## config.mk

```make
export PLATFORM = sky130hd
export DESIGN_NAME = circular_deque
export DESIGN_NICKNAME = d
export VERILOG_FILES = /design/src/design/cdq_pkg.sv /design/src/design/cdq_store.sv /design/src/design/cdq_core.sv /design/src/design/circular_deque.sv
export VERILOG_INCLUDE_DIRS = /design/src /design/src/design
export SDC_FILE = /design/constraint.sdc
export NUM_CORES = 1
export LEC_CHECK = 0
export ABC_AREA = 1
export ABC_CLOCK_PERIOD_IN_PS = 12300
export BUFFER_PORTS_ARGS = -buffer_cell sky130_fd_sc_hd__clkbuf_2
export CORE_UTILIZATION = 30
export DETAILED_ROUTE_END_ITERATION = 10
export GPL_TIMING_DRIVEN = 0
export SLEW_MARGIN = 10
export SYNTH_ARGS = -nofsm -noshare
export SYNTH_HDL_FRONTEND = slang
export SYNTH_HIERARCHICAL = 1
export SYNTH_SLANG_ARGS = --single-unit
```

## constraint.sdc

```tcl
create_clock -name clk -period 12.3 [get_ports clk]
set_input_delay 2.46 -clock clk [delete_from_list [all_inputs] [get_ports clk]]
set_output_delay 2.46 -clock clk [all_outputs]
set_load 0.005 [all_outputs]
```

## src/design/circular_deque_macros.svh

```systemverilog
// ----------------------------------------------------------------------------
// Assertion macros for the circular deque
// Wrappers for clocked concurrent assertions, removed for synthesis.
// ----------------------------------------------------------------------------
`ifndef CIRCULAR_DEQUE_MACROS_SVH
`define CIRCULAR_DEQUE_MACROS_SVH

`ifndef SYNTHESIS

// A condition that must hold at every clock edge out of reset.
`define CDQ_ASSERT_ALWAYS(lbl, clk, rst_n, cond, msg) \
  lbl: assert property (@(posedge clk) disable iff (!rst_n) (cond)) \
    else $error(msg);

// A condition that must hold whenever an antecedent holds.
`define CDQ_ASSERT_IMPLY(lbl, clk, rst_n, ante, cons, msg) \
  lbl: assert property (@(posedge clk) disable iff (!rst_n) (ante) |-> (cons)) \
    else $error(msg);

// A condition that must hold in the cycle after an antecedent.
`define CDQ_ASSERT_NEXT(lbl, clk, rst_n, ante, cons, msg) \
  lbl: assert property (@(posedge clk) disable iff (!rst_n) (ante) |=> (cons)) \
    else $error(msg);

`else

`define CDQ_ASSERT_ALWAYS(lbl, clk, rst_n, cond, msg)
`define CDQ_ASSERT_IMPLY(lbl, clk, rst_n, ante, cons, msg)
`define CDQ_ASSERT_NEXT(lbl, clk, rst_n, ante, cons, msg)

`endif

`endif

```

## src/design/cdq_pkg.sv

```systemverilog
// ----------------------------------------------------------------------------
// cdq_pkg
// Field widths, opcodes, status codes and the result record of the deque.
// ----------------------------------------------------------------------------
`default_nettype none

package cdq_pkg;

  localparam int OPCODE_W = 3;
  localparam int WORD_W   = 32;
  localparam int STATUS_W = 2;
  localparam int FILL_W   = 4;

  // Opcodes; the unused codes behave as a query.
  localparam logic [OPCODE_W-1:0] OP_PUSH_FRONT = 3'd0;
  localparam logic [OPCODE_W-1:0] OP_PUSH_REAR  = 3'd1;
  localparam logic [OPCODE_W-1:0] OP_POP_FRONT  = 3'd2;
  localparam logic [OPCODE_W-1:0] OP_POP_REAR   = 3'd3;
  localparam logic [OPCODE_W-1:0] OP_QUERY      = 3'd4;

  // Status codes.
  localparam logic [STATUS_W-1:0] ST_DONE  = 2'd0;
  localparam logic [STATUS_W-1:0] ST_FULL  = 2'd1;
  localparam logic [STATUS_W-1:0] ST_EMPTY = 2'd2;

  // Result of one request, packed in the order of the output stream.
  typedef struct packed {
    logic                     is_full;
    logic                     is_empty;
    logic [FILL_W-1:0]        fill_count;
    logic signed [WORD_W-1:0] rear_value;
    logic signed [WORD_W-1:0] front_value;
    logic signed [WORD_W-1:0] popped_value;
    logic [STATUS_W-1:0]      status;
  } cdq_result_t;

endpackage

`default_nettype wire

```

## src/design/cdq_store.sv

```systemverilog
// ----------------------------------------------------------------------------
// cdq_store
// Slot memory with one write port and two registered look-ahead reads.
// ----------------------------------------------------------------------------
`default_nettype none

module cdq_store
  import cdq_pkg::*;
#(
  parameter int DEPTH = 8,
  localparam int AW = $clog2(DEPTH)
) (
  input  wire                     clk,
  input  wire                     wr_en,
  input  wire [AW-1:0]            wr_addr,
  input  wire signed [WORD_W-1:0] wr_data,
  input  wire [AW-1:0]            rd_front_addr,
  input  wire [AW-1:0]            rd_rear_addr,
  output logic signed [WORD_W-1:0] next_front,
  output logic signed [WORD_W-1:0] prev_rear
);

  logic signed [WORD_W-1:0] mem [DEPTH];
  logic signed [WORD_W-1:0] next_front_r;
  logic signed [WORD_W-1:0] prev_rear_r;

  // Write port.
  always_ff @(posedge clk) begin
    if (wr_en) begin
      mem[wr_addr] <= wr_data;
    end
  end

  // Read ports with forwarding of a write to the same slot.
  always_ff @(posedge clk) begin
    if (wr_en && (wr_addr == rd_front_addr)) begin
      next_front_r <= wr_data;
    end else begin
      next_front_r <= mem[rd_front_addr];
    end
    if (wr_en && (wr_addr == rd_rear_addr)) begin
      prev_rear_r <= wr_data;
    end else begin
      prev_rear_r <= mem[rd_rear_addr];
    end
  end

  assign next_front = next_front_r;
  assign prev_rear  = prev_rear_r;

endmodule

`default_nettype wire

```

## src/design/cdq_core.sv

```systemverilog
// ----------------------------------------------------------------------------
// cdq_core
// Step logic: next indices, count, end words, slot write and result record.
// ----------------------------------------------------------------------------
`default_nettype none

module cdq_core
  import cdq_pkg::*;
#(
  parameter int DEPTH = 8,
  localparam int AW = $clog2(DEPTH),
  localparam int CW = $clog2(DEPTH + 1)
) (
  input  wire                      take,
  input  wire [OPCODE_W-1:0]       opcode,
  input  wire signed [WORD_W-1:0]  push_value,
  input  wire [AW-1:0]             head,
  input  wire [AW-1:0]             tail,
  input  wire [CW-1:0]             cnt,
  input  wire signed [WORD_W-1:0]  front,
  input  wire signed [WORD_W-1:0]  rear,
  input  wire signed [WORD_W-1:0]  next_front,
  input  wire signed [WORD_W-1:0]  prev_rear,
  output logic [AW-1:0]            head_nxt,
  output logic [AW-1:0]            tail_nxt,
  output logic [CW-1:0]            cnt_nxt,
  output logic signed [WORD_W-1:0] front_nxt,
  output logic signed [WORD_W-1:0] rear_nxt,
  output logic                     wr_en,
  output logic [AW-1:0]            wr_addr,
  output logic signed [WORD_W-1:0] wr_data,
  output logic [AW-1:0]            rd_front_addr,
  output logic [AW-1:0]            rd_rear_addr,
  output cdq_result_t              result
);

  localparam logic [AW-1:0] LAST_IDX = AW'(DEPTH - 1);

  logic                     is_empty;
  logic                     is_full;
  logic [AW-1:0]            head_up;
  logic [AW-1:0]            head_dn;
  logic [AW-1:0]            tail_up;
  logic [AW-1:0]            tail_dn;
  logic [AW-1:0]            nh_up;
  logic [AW-1:0]            nt_dn;
  logic [STATUS_W-1:0]      status;
  logic signed [WORD_W-1:0] popped;
  logic [CW+FILL_W-1:0]     cnt_pad;

  assign is_empty = (cnt == '0);
  assign is_full  = (cnt == CW'(DEPTH));

  // Circular neighbors of the current indices.
  assign head_up = (head == LAST_IDX) ? '0 : head + AW'(1);
  assign head_dn = (head == '0) ? LAST_IDX : head - AW'(1);
  assign tail_up = (tail == LAST_IDX) ? '0 : tail + AW'(1);
  assign tail_dn = (tail == '0) ? LAST_IDX : tail - AW'(1);

  // Apply the request to the state; idle cycles keep the state.
  always_comb begin
    head_nxt  = head;
    tail_nxt  = tail;
    cnt_nxt   = cnt;
    front_nxt = front;
    rear_nxt  = rear;
    wr_en     = 1'b0;
    wr_addr   = '0;
    wr_data   = push_value;
    status    = ST_DONE;
    popped    = '0;
    if (take) begin
      unique case (opcode)
        OP_PUSH_FRONT, OP_PUSH_REAR: begin
          if (is_empty) begin
            head_nxt  = '0;
            tail_nxt  = '0;
            cnt_nxt   = CW'(1);
            front_nxt = push_value;
            rear_nxt  = push_value;
            wr_en     = 1'b1;
          end else if (is_full) begin
            status = ST_FULL;
          end else if (opcode == OP_PUSH_FRONT) begin
            head_nxt  = head_dn;
            cnt_nxt   = cnt + CW'(1);
            front_nxt = push_value;
            wr_en     = 1'b1;
            wr_addr   = head_dn;
          end else begin
            tail_nxt = tail_up;
            cnt_nxt  = cnt + CW'(1);
            rear_nxt = push_value;
            wr_en    = 1'b1;
            wr_addr  = tail_up;
          end
        end
        OP_POP_FRONT, OP_POP_REAR: begin
          if (is_empty) begin
            status = ST_EMPTY;
          end else begin
            popped  = (opcode == OP_POP_FRONT) ? front : rear;
            cnt_nxt = cnt - CW'(1);
            if (cnt == CW'(1)) begin
              // Last word removed: back to the reset picture.
              head_nxt  = '0;
              tail_nxt  = '0;
              front_nxt = '0;
              rear_nxt  = '0;
            end else if (opcode == OP_POP_FRONT) begin
              head_nxt  = head_up;
              front_nxt = next_front;
            end else begin
              tail_nxt = tail_dn;
              rear_nxt = prev_rear;
            end
          end
        end
        default: begin
          status = ST_DONE;
        end
      endcase
    end
  end

  // Look-ahead reads follow the indices of the next state.
  assign nh_up = (head_nxt == LAST_IDX) ? '0 : head_nxt + AW'(1);
  assign nt_dn = (tail_nxt == '0) ? LAST_IDX : tail_nxt - AW'(1);
  assign rd_front_addr = nh_up;
  assign rd_rear_addr  = nt_dn;

  // Result record.
  assign cnt_pad = {{FILL_W{1'b0}}, cnt_nxt};
  always_comb begin
    result.status       = status;
    result.popped_value = popped;
    result.front_value  = front_nxt;
    result.rear_value   = rear_nxt;
    result.fill_count   = cnt_pad[FILL_W-1:0];
    result.is_empty     = (cnt_nxt == '0);
    result.is_full      = (cnt_nxt == CW'(DEPTH));
  end

endmodule

`default_nettype wire

```

## src/design/circular_deque.sv

```systemverilog
// ----------------------------------------------------------------------------
// circular_deque
// Double-ended queue of signed 32-bit words in a circular slot store.
// ----------------------------------------------------------------------------
// Usage:
//   Requests enter on the in_ stream: in_tdata carries the opcode and the
//   word to push. Every request gives exactly one result on the out_
//   stream: status, popped word, front and rear words, fill count and the
//   empty and full flags after the request.
//   The result is registered: a request taken at one edge shows its result
//   at out_tvalid after that edge. Throughput is one request per cycle
//   while out_tready is high; the front and rear words live in registers,
//   and two registered read ports of the slot memory deliver the neighbors
//   of both ends from next-state indices, so no step waits on a memory read.
//   Reset empties the deque at once and holds in_tready low; slot contents
//   are not cleared and never need to be. When the receiver holds
//   out_tready low, the result register keeps its request and in_tready
//   drops until it is taken; a request is accepted in the same cycle the
//   waiting result leaves.
// ----------------------------------------------------------------------------
`default_nettype none
`include "circular_deque_macros.svh"

module circular_deque
  import cdq_pkg::*;
#(
  parameter int DEPTH = 8
) (
  input  wire          clk,
  input  wire          rst_n,
  // Request stream.
  input  wire          in_tvalid,
  output logic         in_tready,
  input  wire  [39:0]  in_tdata,   // [2:0] opcode, [34:3] push_value, [39:35] zero
  // Result stream.
  output logic         out_tvalid,
  input  wire          out_tready,
  output logic [103:0] out_tdata   // [1:0] status, [33:2] popped_value,
                                   // [65:34] front_value, [97:66] rear_value,
                                   // [101:98] fill_count, [102] is_empty,
                                   // [103] is_full
);

  localparam int AW = $clog2(DEPTH);
  localparam int CW = $clog2(DEPTH + 1);

  logic                     take;
  logic [OPCODE_W-1:0]      opcode;
  logic signed [WORD_W-1:0] push_value;

  logic [AW-1:0]            head_r, head_nxt;
  logic [AW-1:0]            tail_r, tail_nxt;
  logic [CW-1:0]            cnt_r, cnt_nxt;
  logic signed [WORD_W-1:0] front_r, front_nxt;
  logic signed [WORD_W-1:0] rear_r, rear_nxt;

  logic                     wr_en;
  logic [AW-1:0]            wr_addr;
  logic signed [WORD_W-1:0] wr_data;
  logic [AW-1:0]            rd_front_addr;
  logic [AW-1:0]            rd_rear_addr;
  logic signed [WORD_W-1:0] next_front;
  logic signed [WORD_W-1:0] prev_rear;

  cdq_result_t              result;
  logic                     out_tvalid_r;
  cdq_result_t              out_data_r;

  // Request unpacking and handshake; nothing is taken while in reset.
  assign opcode     = in_tdata[OPCODE_W-1:0];
  assign push_value = in_tdata[OPCODE_W+WORD_W-1:OPCODE_W];
  assign in_tready  = rst_n && (!out_tvalid_r || out_tready);
  assign take       = in_tvalid && in_tready;

  cdq_core #(.DEPTH(DEPTH)) u_core (
    .take          (take),
    .opcode        (opcode),
    .push_value    (push_value),
    .head          (head_r),
    .tail          (tail_r),
    .cnt           (cnt_r),
    .front         (front_r),
    .rear          (rear_r),
    .next_front    (next_front),
    .prev_rear     (prev_rear),
    .head_nxt      (head_nxt),
    .tail_nxt      (tail_nxt),
    .cnt_nxt       (cnt_nxt),
    .front_nxt     (front_nxt),
    .rear_nxt      (rear_nxt),
    .wr_en         (wr_en),
    .wr_addr       (wr_addr),
    .wr_data       (wr_data),
    .rd_front_addr (rd_front_addr),
    .rd_rear_addr  (rd_rear_addr),
    .result        (result)
  );

  cdq_store #(.DEPTH(DEPTH)) u_store (
    .clk           (clk),
    .wr_en         (wr_en),
    .wr_addr       (wr_addr),
    .wr_data       (wr_data),
    .rd_front_addr (rd_front_addr),
    .rd_rear_addr  (rd_rear_addr),
    .next_front    (next_front),
    .prev_rear     (prev_rear)
  );

  // Deque state.
  always_ff @(posedge clk) begin
    if (!rst_n) begin
      head_r  <= '0;
      tail_r  <= '0;
      cnt_r   <= '0;
      front_r <= '0;
      rear_r  <= '0;
    end else begin
      head_r  <= head_nxt;
      tail_r  <= tail_nxt;
      cnt_r   <= cnt_nxt;
      front_r <= front_nxt;
      rear_r  <= rear_nxt;
    end
  end

  // Result register.
  always_ff @(posedge clk) begin
    if (!rst_n) begin
      out_tvalid_r <= 1'b0;
    end else if (take) begin
      out_tvalid_r <= 1'b1;
    end else if (out_tready) begin
      out_tvalid_r <= 1'b0;
    end
  end

  always_ff @(posedge clk) begin
    if (take) begin
      out_data_r <= result;
    end
  end

  assign out_tvalid = out_tvalid_r;
  assign out_tdata  = out_data_r;

  // Checks on the index bookkeeping and the reported flags.
  `CDQ_ASSERT_ALWAYS(a_cnt_range, clk, rst_n, cnt_r <= CW'(DEPTH), "fill count above depth")

  `CDQ_ASSERT_IMPLY(a_empty_idx, clk, rst_n,
    cnt_r == '0,
    (head_r == '0) && (tail_r == '0),
    "empty deque with indices away from slot zero")

  `CDQ_ASSERT_IMPLY(a_span, clk, rst_n,
    (cnt_r != '0) && (tail_r >= head_r),
    32'(tail_r) - 32'(head_r) + 32'd1 == 32'(cnt_r),
    "index span disagrees with fill count")

  `CDQ_ASSERT_IMPLY(a_full_flag, clk, rst_n,
    out_tvalid_r && (out_data_r.status == ST_FULL),
    out_data_r.is_full && !out_data_r.is_empty,
    "full refusal without full flag")

  `CDQ_ASSERT_NEXT(a_refuse_hold, clk, rst_n,
    take && (result.status != ST_DONE),
    (cnt_r == $past(cnt_r)) && (head_r == $past(head_r)) && (tail_r == $past(tail_r)),
    "refused request changed the deque")

endmodule

`default_nettype wire
```

==> results of run 1 <==
[final timing paths]
check / startpoint / to / slack [ps] / cells past startpoint
setup reg to reg: out_tvalid$_SDFFE_PN0P_ / u_store/mem[4][21]$_DFFE_PP_ / 8350 / 12
hold reg to reg: out_tvalid$_SDFFE_PN0P_ / out_tvalid$_SDFFE_PN0P_ / 490 / 2
hold / removal: out_tvalid$_SDFFE_PN0P_ / out_tvalid$_SDFFE_PN0P_ / 490 / 2
setup / recovery: rst_n / u_store/mem[4][21]$_DFFE_PP_ / 6530 / 12
[sequential cells by signal, summed over array words and instances, names as in the netlist, named ones only]
signal,flops
u_store/mem,256
head_r,3
out_tdata,104
rear_r,32
tail_r,3
out_tvalid,1
cnt_r,4
front_r,32
[critical path, delay by kind of cell]
family          cells  cell delay, ps
compound gates      1             430
buf+inv             4             940
simple gates        7            2170
[kinds of logic after synthesis]
group,Yosys count,share of synthesized area
AND/OR/NAND/NOR,1730,0.295
buffers and inverters,659,0.136
flip-flops,441,0.525
AO/OA/AOI/OAI,114,0.0280
multiplexers,16,0.00677
adder cells (fa/ha/maj),16,0.00846
XOR/XNOR,3,0.00111
[routing by layer]
metal | share of wire | vias up | GRT usage | wire length [um]
met1 | 0.43 | 9582 | 0.273 | 33500
met4 | 0.032 | 0 | 0.0692 | 2530
met5 | 0 | - | 0 | 0
met3 | 0.092 | 129 | 0.0280 | 7260
met2 | 0.45 | 927 | 0.310 | 35500
li1 | - | 9633 | - | -
[stage by stage]
| stage | utilization | setup WS (ps) | power (mW) | cell area, um2 | cells |
|---|---|---|---|---|---|
| after floorplan | - | 1730 | 1.97 | 23700 | 2979 |
| after global placement | 0.330 | -2760 | 2.15 | 25700 | 4162 |
| after detailed placement | 0.335 | 5980 | 2.16 | 26100 | 4175 |
| after CTS | 0.355 | 6580 | 3.62 | 27600 | 4258 |
| after global routing | 0.355 | 6300 | 3.72 | 27600 | 4258 |
| final | 0.355 | 6530 | 3.60 | 27600 | 4258 |
[layout by cell type, fill, tap and decap left out, drive strengths merged]
cell / synthesis / final
a211oi: 16 / 16
a21boi: 2 / 2
a21oi: 33 / 33
and2: 1 / 1
buf: 216 / 229
bufinv: 0 / 6
clkbuf: 34 / 235
clkinv: 0 / 15
clkinvlp: 0 / 3
dfxtp: 81 / 81
edfxtp: 360 / 360
ha: 16 / 16
inv: 409 / 410
mux2i: 16 / 16
nand2: 1264 / 1264
nand3: 311 / 311
nand3b: 1 / 1
nand4: 2 / 2
nor2: 148 / 148
nor3: 2 / 2
o211ai: 8 / 8
o21ai: 55 / 55
or2: 1 / 1
xnor2: 1 / 1
xor2: 2 / 2
[power by group through the flow]
stage / sequential (mW) / combinational, mW / clock, mW
floorplan: 1.68 / 0.288 / 0
global placement: 1.68 / 0.473 / 0
detailed placement: 1.68 / 0.480 / 0
CTS: 1.65 / 0.482 / 1.49
global route: 1.65 / 0.530 / 1.55
finish: 1.64 / 0.492 / 1.46
[cell type report]
type	instances	area share
plain buffers	250	0.0604
flip-flops and latches	441	0.450
inverters	409	0.0558
clock buffers	58	0.0464
multi-input cells	1879	0.293
clock inverters	25	0.0100
repair buffers	156	0.0372
well taps	1040	0.0471
==> run summary, run 1 <==
• 47 — number of buffers added by the clock tree synthesis step
• 0.173 GHz — highest clock rate
• 283 um — vertical extent of the die
• 12400 um2 — sequential cell area
• 2 — level count of the clock H-tree
• 0.407 — part of the total power dissipated in the clock network
• 13.4 nW — Leakage Power
• 0 — overflow left after global routing
• 630 ps — Worst path max stage delay
• 0 — Residual DRC
• 487 ps — Hold WS
• 0 — final antenna diode count
• 16.7% — area added between synthesis and finish
• 780 ps — worst-margin pin slew
• 2.64 mW — internal power
• 360 — number of enable-type register cells in the synthesized netlist
• 0.457 — sequential group share of total power
• 0 — number of setup violations in the final report
• 117000 um — wire length of the first global-routing pass
• 20271 — Vias
• 0 — Resized cells post-CTS
• 5 — first-pass iteration count of the detailed router
• edfxtp_1 46%, nand2_1 20%, dfxtp_1 6.9% — Area contributors post-synth
• 0 — final max-slew violation count
• 2465 — violation count after the first detailed-route iteration
• 57800 um — Post-DP HPWL
• clkbuf_16 — master cell of the clock root buffer
• buf_2 -> nand2_1 -> nor2_4 -> buf_2 -> inv_2 -> nor2_4 -> nand2_1 -> nor2_1 -> a21boi_0 -> nand2_1 -> nor2_4 -> buf_16 — Critical Path, Cell by Cell
• 12580 ps — Worst EP required
• 18 — biggest fanout along the worst timing path
• 143 — number of buffers inserted by port buffering
• 8090 um2 — area of the multi-input gates
• 0 ps — total negative slack
• 7.94 um2 — syn_area_per_cell
• 19303 — via count of the first global-routing pass
• flop — endpoint class of the critical path
• edfxtp_1 — most used flip-flop cell after synthesis
• 77700 um2 — core area
• 8028 — number of fill cells in the layout
• 441 — Yosys reg bits
• 0.469 — final worst-path cycle share
• 35 — Yosys cell types
• 0.480 — worst slew margin relative to its limit
• edfxtp_1 — area leader, netlist
• 0 — hold buffer count at CTS
• 28 — largest net degree at the start of global routing
• 60 ps — CTS clock-pin slew for the worst setup and hold paths
• 0.525 — part of the Yosys area used for sequential elements
• 3244 — Net count, final
• yes — clock tree from TritonCTS
• 0.266 — Switching Share
• 590 ps — latest clock arrival within the worst-skew pair
• 0.0874 mV — largest vdd supply drop
• 0 — maximum capacitance violations
• 11.4 ps — Layout Skew
• 0.149 — share of cells above drive strength 1
• 23700 um2 — total standard cell area after synthesis
• 0 — antenna violations before repair
• 0.137 — proportion of power drawn by combinational gates
• 0 — final hold vios
• complete, no violations — outcome
• flop to flop — type of the most critical hold path
• 0.457 — top-area cell type share of the netlist area
• 0.958 mW — Psw
• 441 — number of clock sinks
• 0 — proportion of synthesized flip-flops having asynchronous set or reset
• nor2_4 — CP max stage cell
• 130 nW/um2 — power density of the placed cells
• 6 — Ys Warns
• 5770 ps — final critical path time including I/O delays and setup
• 6050 ps — data arrival time of the worst path
• 0 — post-CTS setup buffer count
• 18.5 um — per-cell routed wire length
• 0 — antenna viol nets, final
• 102 — Row Count
• 0.304 — Initial Util
• 2979 — Syn Inst Count
• input pin — kind of start point of the critical path
• 1257 x nand2_1, 386 x inv_1, 360 x edfxtp_1, 310 x nand3_1, 140 x nor2_1 — top cell types by occurrence after synthesis
• 78800 um — final wirelength
• no — setup repair after global routing missed its margin
• nand2_1 — most frequently used cell type in the post-synthesis netlist
• 0.908 — gp weighted congestion
• 150 — ports placed on the boundary
• 4.76 — Vias/cell
• 80000 um2 — overall die area
• input pin to flop — Setup Crit Path Kind
• 283 um — width of the die
• 0.196 — global-route usage over all layers
• 3039 — total nets after synthesis
• 3 — maximum number of buffers from clock root to sink
Power figures use the tool's default switching activity.
==> run 2: changes to the inputs <==
ABC_CLOCK_PERIOD_IN_PS = 5600   (was 12300)
clock period = 5.6 ns   (was 12.3 ns; I/O delays follow)
==> run 2 against run 1 <==
Against the previous run:
- flip-flop and latch count did not move
- sequential share of layout area rose by 0.20 points
- register-to-register slack got worse by 7000 ps
- global-route usage barely moved
- count of clock-buffer cells in the layout fell by 7
- via count rose by 0.22%
- final area fell by 0.44%
- worst setup slack got worse by 5700 ps
- clock power rose by 110%
- total power rose by 120%
- die area did not move
- first-iteration DRC count fell by 8.7%
- largest power group unchanged
- highest routed layer unchanged
==> run summary, run 2 (synthesis gave the netlist of run 1 again) <==
• complete, no violations — outcome, unchanged
• 0.196 — global-route usage over all layers, about the same
• u_store/mem — Largest Register, unchanged
• 8072 — number of fill cells in the layout, was 8028
• 0.299 — met2 capacity usage during global routing, was 0.310
• 660 ps — Worst path max stage delay, was 630 ps
• 283 um — width of the die, unchanged
• 0.921 — gp weighted congestion, was 0.908
• 841 ps — worst-margin pin slew, was 780 ps
• yes — clock tree from TritonCTS, unchanged
• 4 — buffers plus inverters on the worst setup path, unchanged
• 1257 x nand2_1, 386 x inv_1, 360 x edfxtp_1, 310 x nand3_1, 143 x clkbuf_2 — most used cells in the layout excluding fill and tap cells, unchanged
• 31 — largest net degree at the start of global routing, was 28
• flop — endpoint class of the critical path, unchanged
• 20316 — Vias, was 20271
• 0 — final max-slew violation count, unchanged
• no — setup repair after global routing missed its margin, unchanged
• 150 — ports placed on the boundary, unchanged
• 30.8 ps — Layout Skew, was 11.4 ps
• 60 ps — CTS clock-pin slew for the worst setup and hold paths, about the same
• 0.138 — proportion of power drawn by combinational gates, was 0.137
• simple AND/OR/NAND/NOR gates — kind of cell adding the most delay to the critical path, unchanged
• 0.846 — final worst-path cycle share
• nor2_4 — CP max stage cell, unchanged
• 48 — number of buffers added by the clock tree synthesis step, was 47
• 80000 um2 — overall die area, unchanged
• 13.3 nW — Leakage Power, was 13.4 nW
• 0.149 — share of cells above drive strength 1, about the same
• 0.398 — part of the total power dissipated in the clock network, was 0.407
• 5880 ps — Worst EP required, was 12580 ps
• 5.65 mW — internal power, was 2.64 mW
• buf_2 -> nand2_1 -> nor2_4 -> buf_2 -> inv_2 -> nor2_4 -> nand2_1 -> nor2_1 -> a21boi_0 -> nand2_1 -> nor2_4 -> buf_12 — Critical Path, Cell by Cell, was buf_2 -> nand2_1 -> nor2_4 -> buf_2 -> inv_2 -> nor2_4 -> nand2_1 -> nor2_1 -> a21boi_0 -> nand2_1 -> nor2_4 -> buf_16
• 0 — maximum capacitance violations, unchanged
• 0.211 GHz — highest clock rate
• 0.214 mV — largest vdd supply drop, was 0.0874 mV
• 0.0287 — met3 capacity usage during global routing, was 0.0280
• 0 — Resized cells post-CTS, unchanged
• input pin to flop — Setup Crit Path Kind, unchanged
• 0 — Residual DRC, unchanged
• 0.304 — Initial Util, unchanged
• 102 — Row Count, unchanged
• 0 — post-CTS setup buffer count, unchanged
• 26 — biggest fanout along the worst timing path, was 18
• 0 — final hold vios, unchanged
• 116000 um — wire length of the first global-routing pass, was 117000 um
• 0.276 — Switching Share, was 0.266
• 8 — first-pass iteration count of the detailed router, was 5
• clkbuf_16 — master cell of the clock root buffer, unchanged
• 4740 ps — final critical path time including I/O delays and setup
• met2 — highest-utilization routing layer at the global route stage, unchanged
• 2 — level count of the clock H-tree, unchanged
• 484 ps — Hold WS, was 487 ps
• 0.272 — M1 GR Usage, was 0.273
• 7.79 mW — Overall Power, was 3.60 mW
• input pin — kind of start point of the critical path, unchanged
• 610 ps — latest clock arrival within the worst-skew pair, was 590 ps
• 441 — number of clock sinks, unchanged
• 0 — final antenna diode count, unchanged
• 0 — number of setup violations in the final report, unchanged
• 2251 — violation count after the first detailed-route iteration, was 2465
• 0 — hold buffer count at CTS, unchanged
• nand2_1 — most common cell after layout, fill and taps aside, unchanged
• 143 — number of buffers inserted by port buffering, unchanged
• 256 — number of flip-flops in the largest register, unchanged
• 0.464 — sequential group share of total power, was 0.457
• 3243 — Net count, final, was 3244
• 18.5 um — per-cell routed wire length, about the same
• 18801 — via count of the first global-routing pass, was 19303
• 16.2% — area added between synthesis and finish, was 16.7%
• 4.77 — Vias/cell, was 4.76
• 79000 um — final wirelength, was 78800 um
• 283 um — vertical extent of the die, unchanged
• 0 — antenna violations before repair, unchanged
• 77700 um2 — core area, unchanged
• 0 — antenna viol nets, final, unchanged
• 0.438 — worst slew margin relative to its limit, was 0.480
• 5020 ps — data arrival time of the worst path, was 6050 ps
• 57600 um — Post-DP HPWL, was 57800 um
• 3 — maximum number of buffers from clock root to sink, unchanged
• 0 — overflow left after global routing, unchanged
• flop to flop — type of the most critical hold path, unchanged
• 2.15 mW — Psw, was 0.958 mW
• 283 nW/um2 — power density of the placed cells, was 130 nW/um2
[run 2: changes by cell type in the layout (fill, tap and decap cells not counted), moves of 3 or more]
cell       previous run  this run
clkinv_1              8        14
buf_16                7         2
clkbuf_1             41        36
buf_12                6         9
bufinv_16             6         3
clkinv_4              0         3
inv_6                 1         4
[run 2: area by class of cell]
cell class	instances	area [um2]	area share
repair buffers	154	951	0.0346
clock inverters	37	279	0.0101
inverters	409	1540	0.0560
clock buffers	51	1230	0.0449
flip-flops and latches	441	12400	0.452
well taps	1040	1300	0.0473
multi-input cells	1879	8090	0.294
plain buffers	250	1670	0.0607
[run 2: metal layers]
metal  share of wire  vias to the layer above  wire length (um)
met5               0                        -                 0
met4           0.047                        0              3720
met3           0.095                      168              7470
met2            0.44                      994             34400
met1            0.42                     9516             33400
li1                -                     9638                 -
[run 2: metrics by stage]
| stage | setup TNS (ps) | worst slack, ps | cells | utilization | instance area (um2) |
|---|---|---|---|---|---|
| 6_report | 0 | 862 | 4261 | 0.354 | 27500 |
| 5_1_grt | 0 | 607 | 4261 | 0.354 | 27500 |
| 4_1_cts | 0 | 832 | 4261 | 0.354 | 27500 |
| 3_5_place_dp | 0 | 225 | 4173 | 0.334 | 26000 |
| 3_3_place_gp | -765130 | -3720 | 4162 | 0.331 | 25700 |
| 2_1_floorplan | -41500 | -467 | 2979 | - | 23700 |
[run 2: final timing paths]
path                      startpoint                            to  slack, ps  cells after the start
max                            rst_n  u_store/mem[5][23]$_DFFE_PP_        860                     12
min          out_tvalid$_SDFFE_PN0P_       out_tvalid$_SDFFE_PN0P_        480                      2
max reg2reg  out_tvalid$_SDFFE_PN0P_  u_store/mem[5][23]$_DFFE_PP_       1350                     12
min reg2reg  out_tvalid$_SDFFE_PN0P_       out_tvalid$_SDFFE_PN0P_        480                      2
[run 2: tightest hold or removal path, cell delays in order (launching register included)]
cell	delay (ps)
dfxtp_1	310
nand2_1	80
a21oi_1	60
[run 2: power groups by stage]
stage	Sequential [mW]	Combinational, mW	Clock [mW]
after floorplan	3.68	0.633	0
after global placement	3.69	1.04	0
after detailed placement	3.68	1.05	0
after CTS	3.61	1.06	3.17
after global routing	3.62	1.16	3.28
final	3.61	1.08	3.11
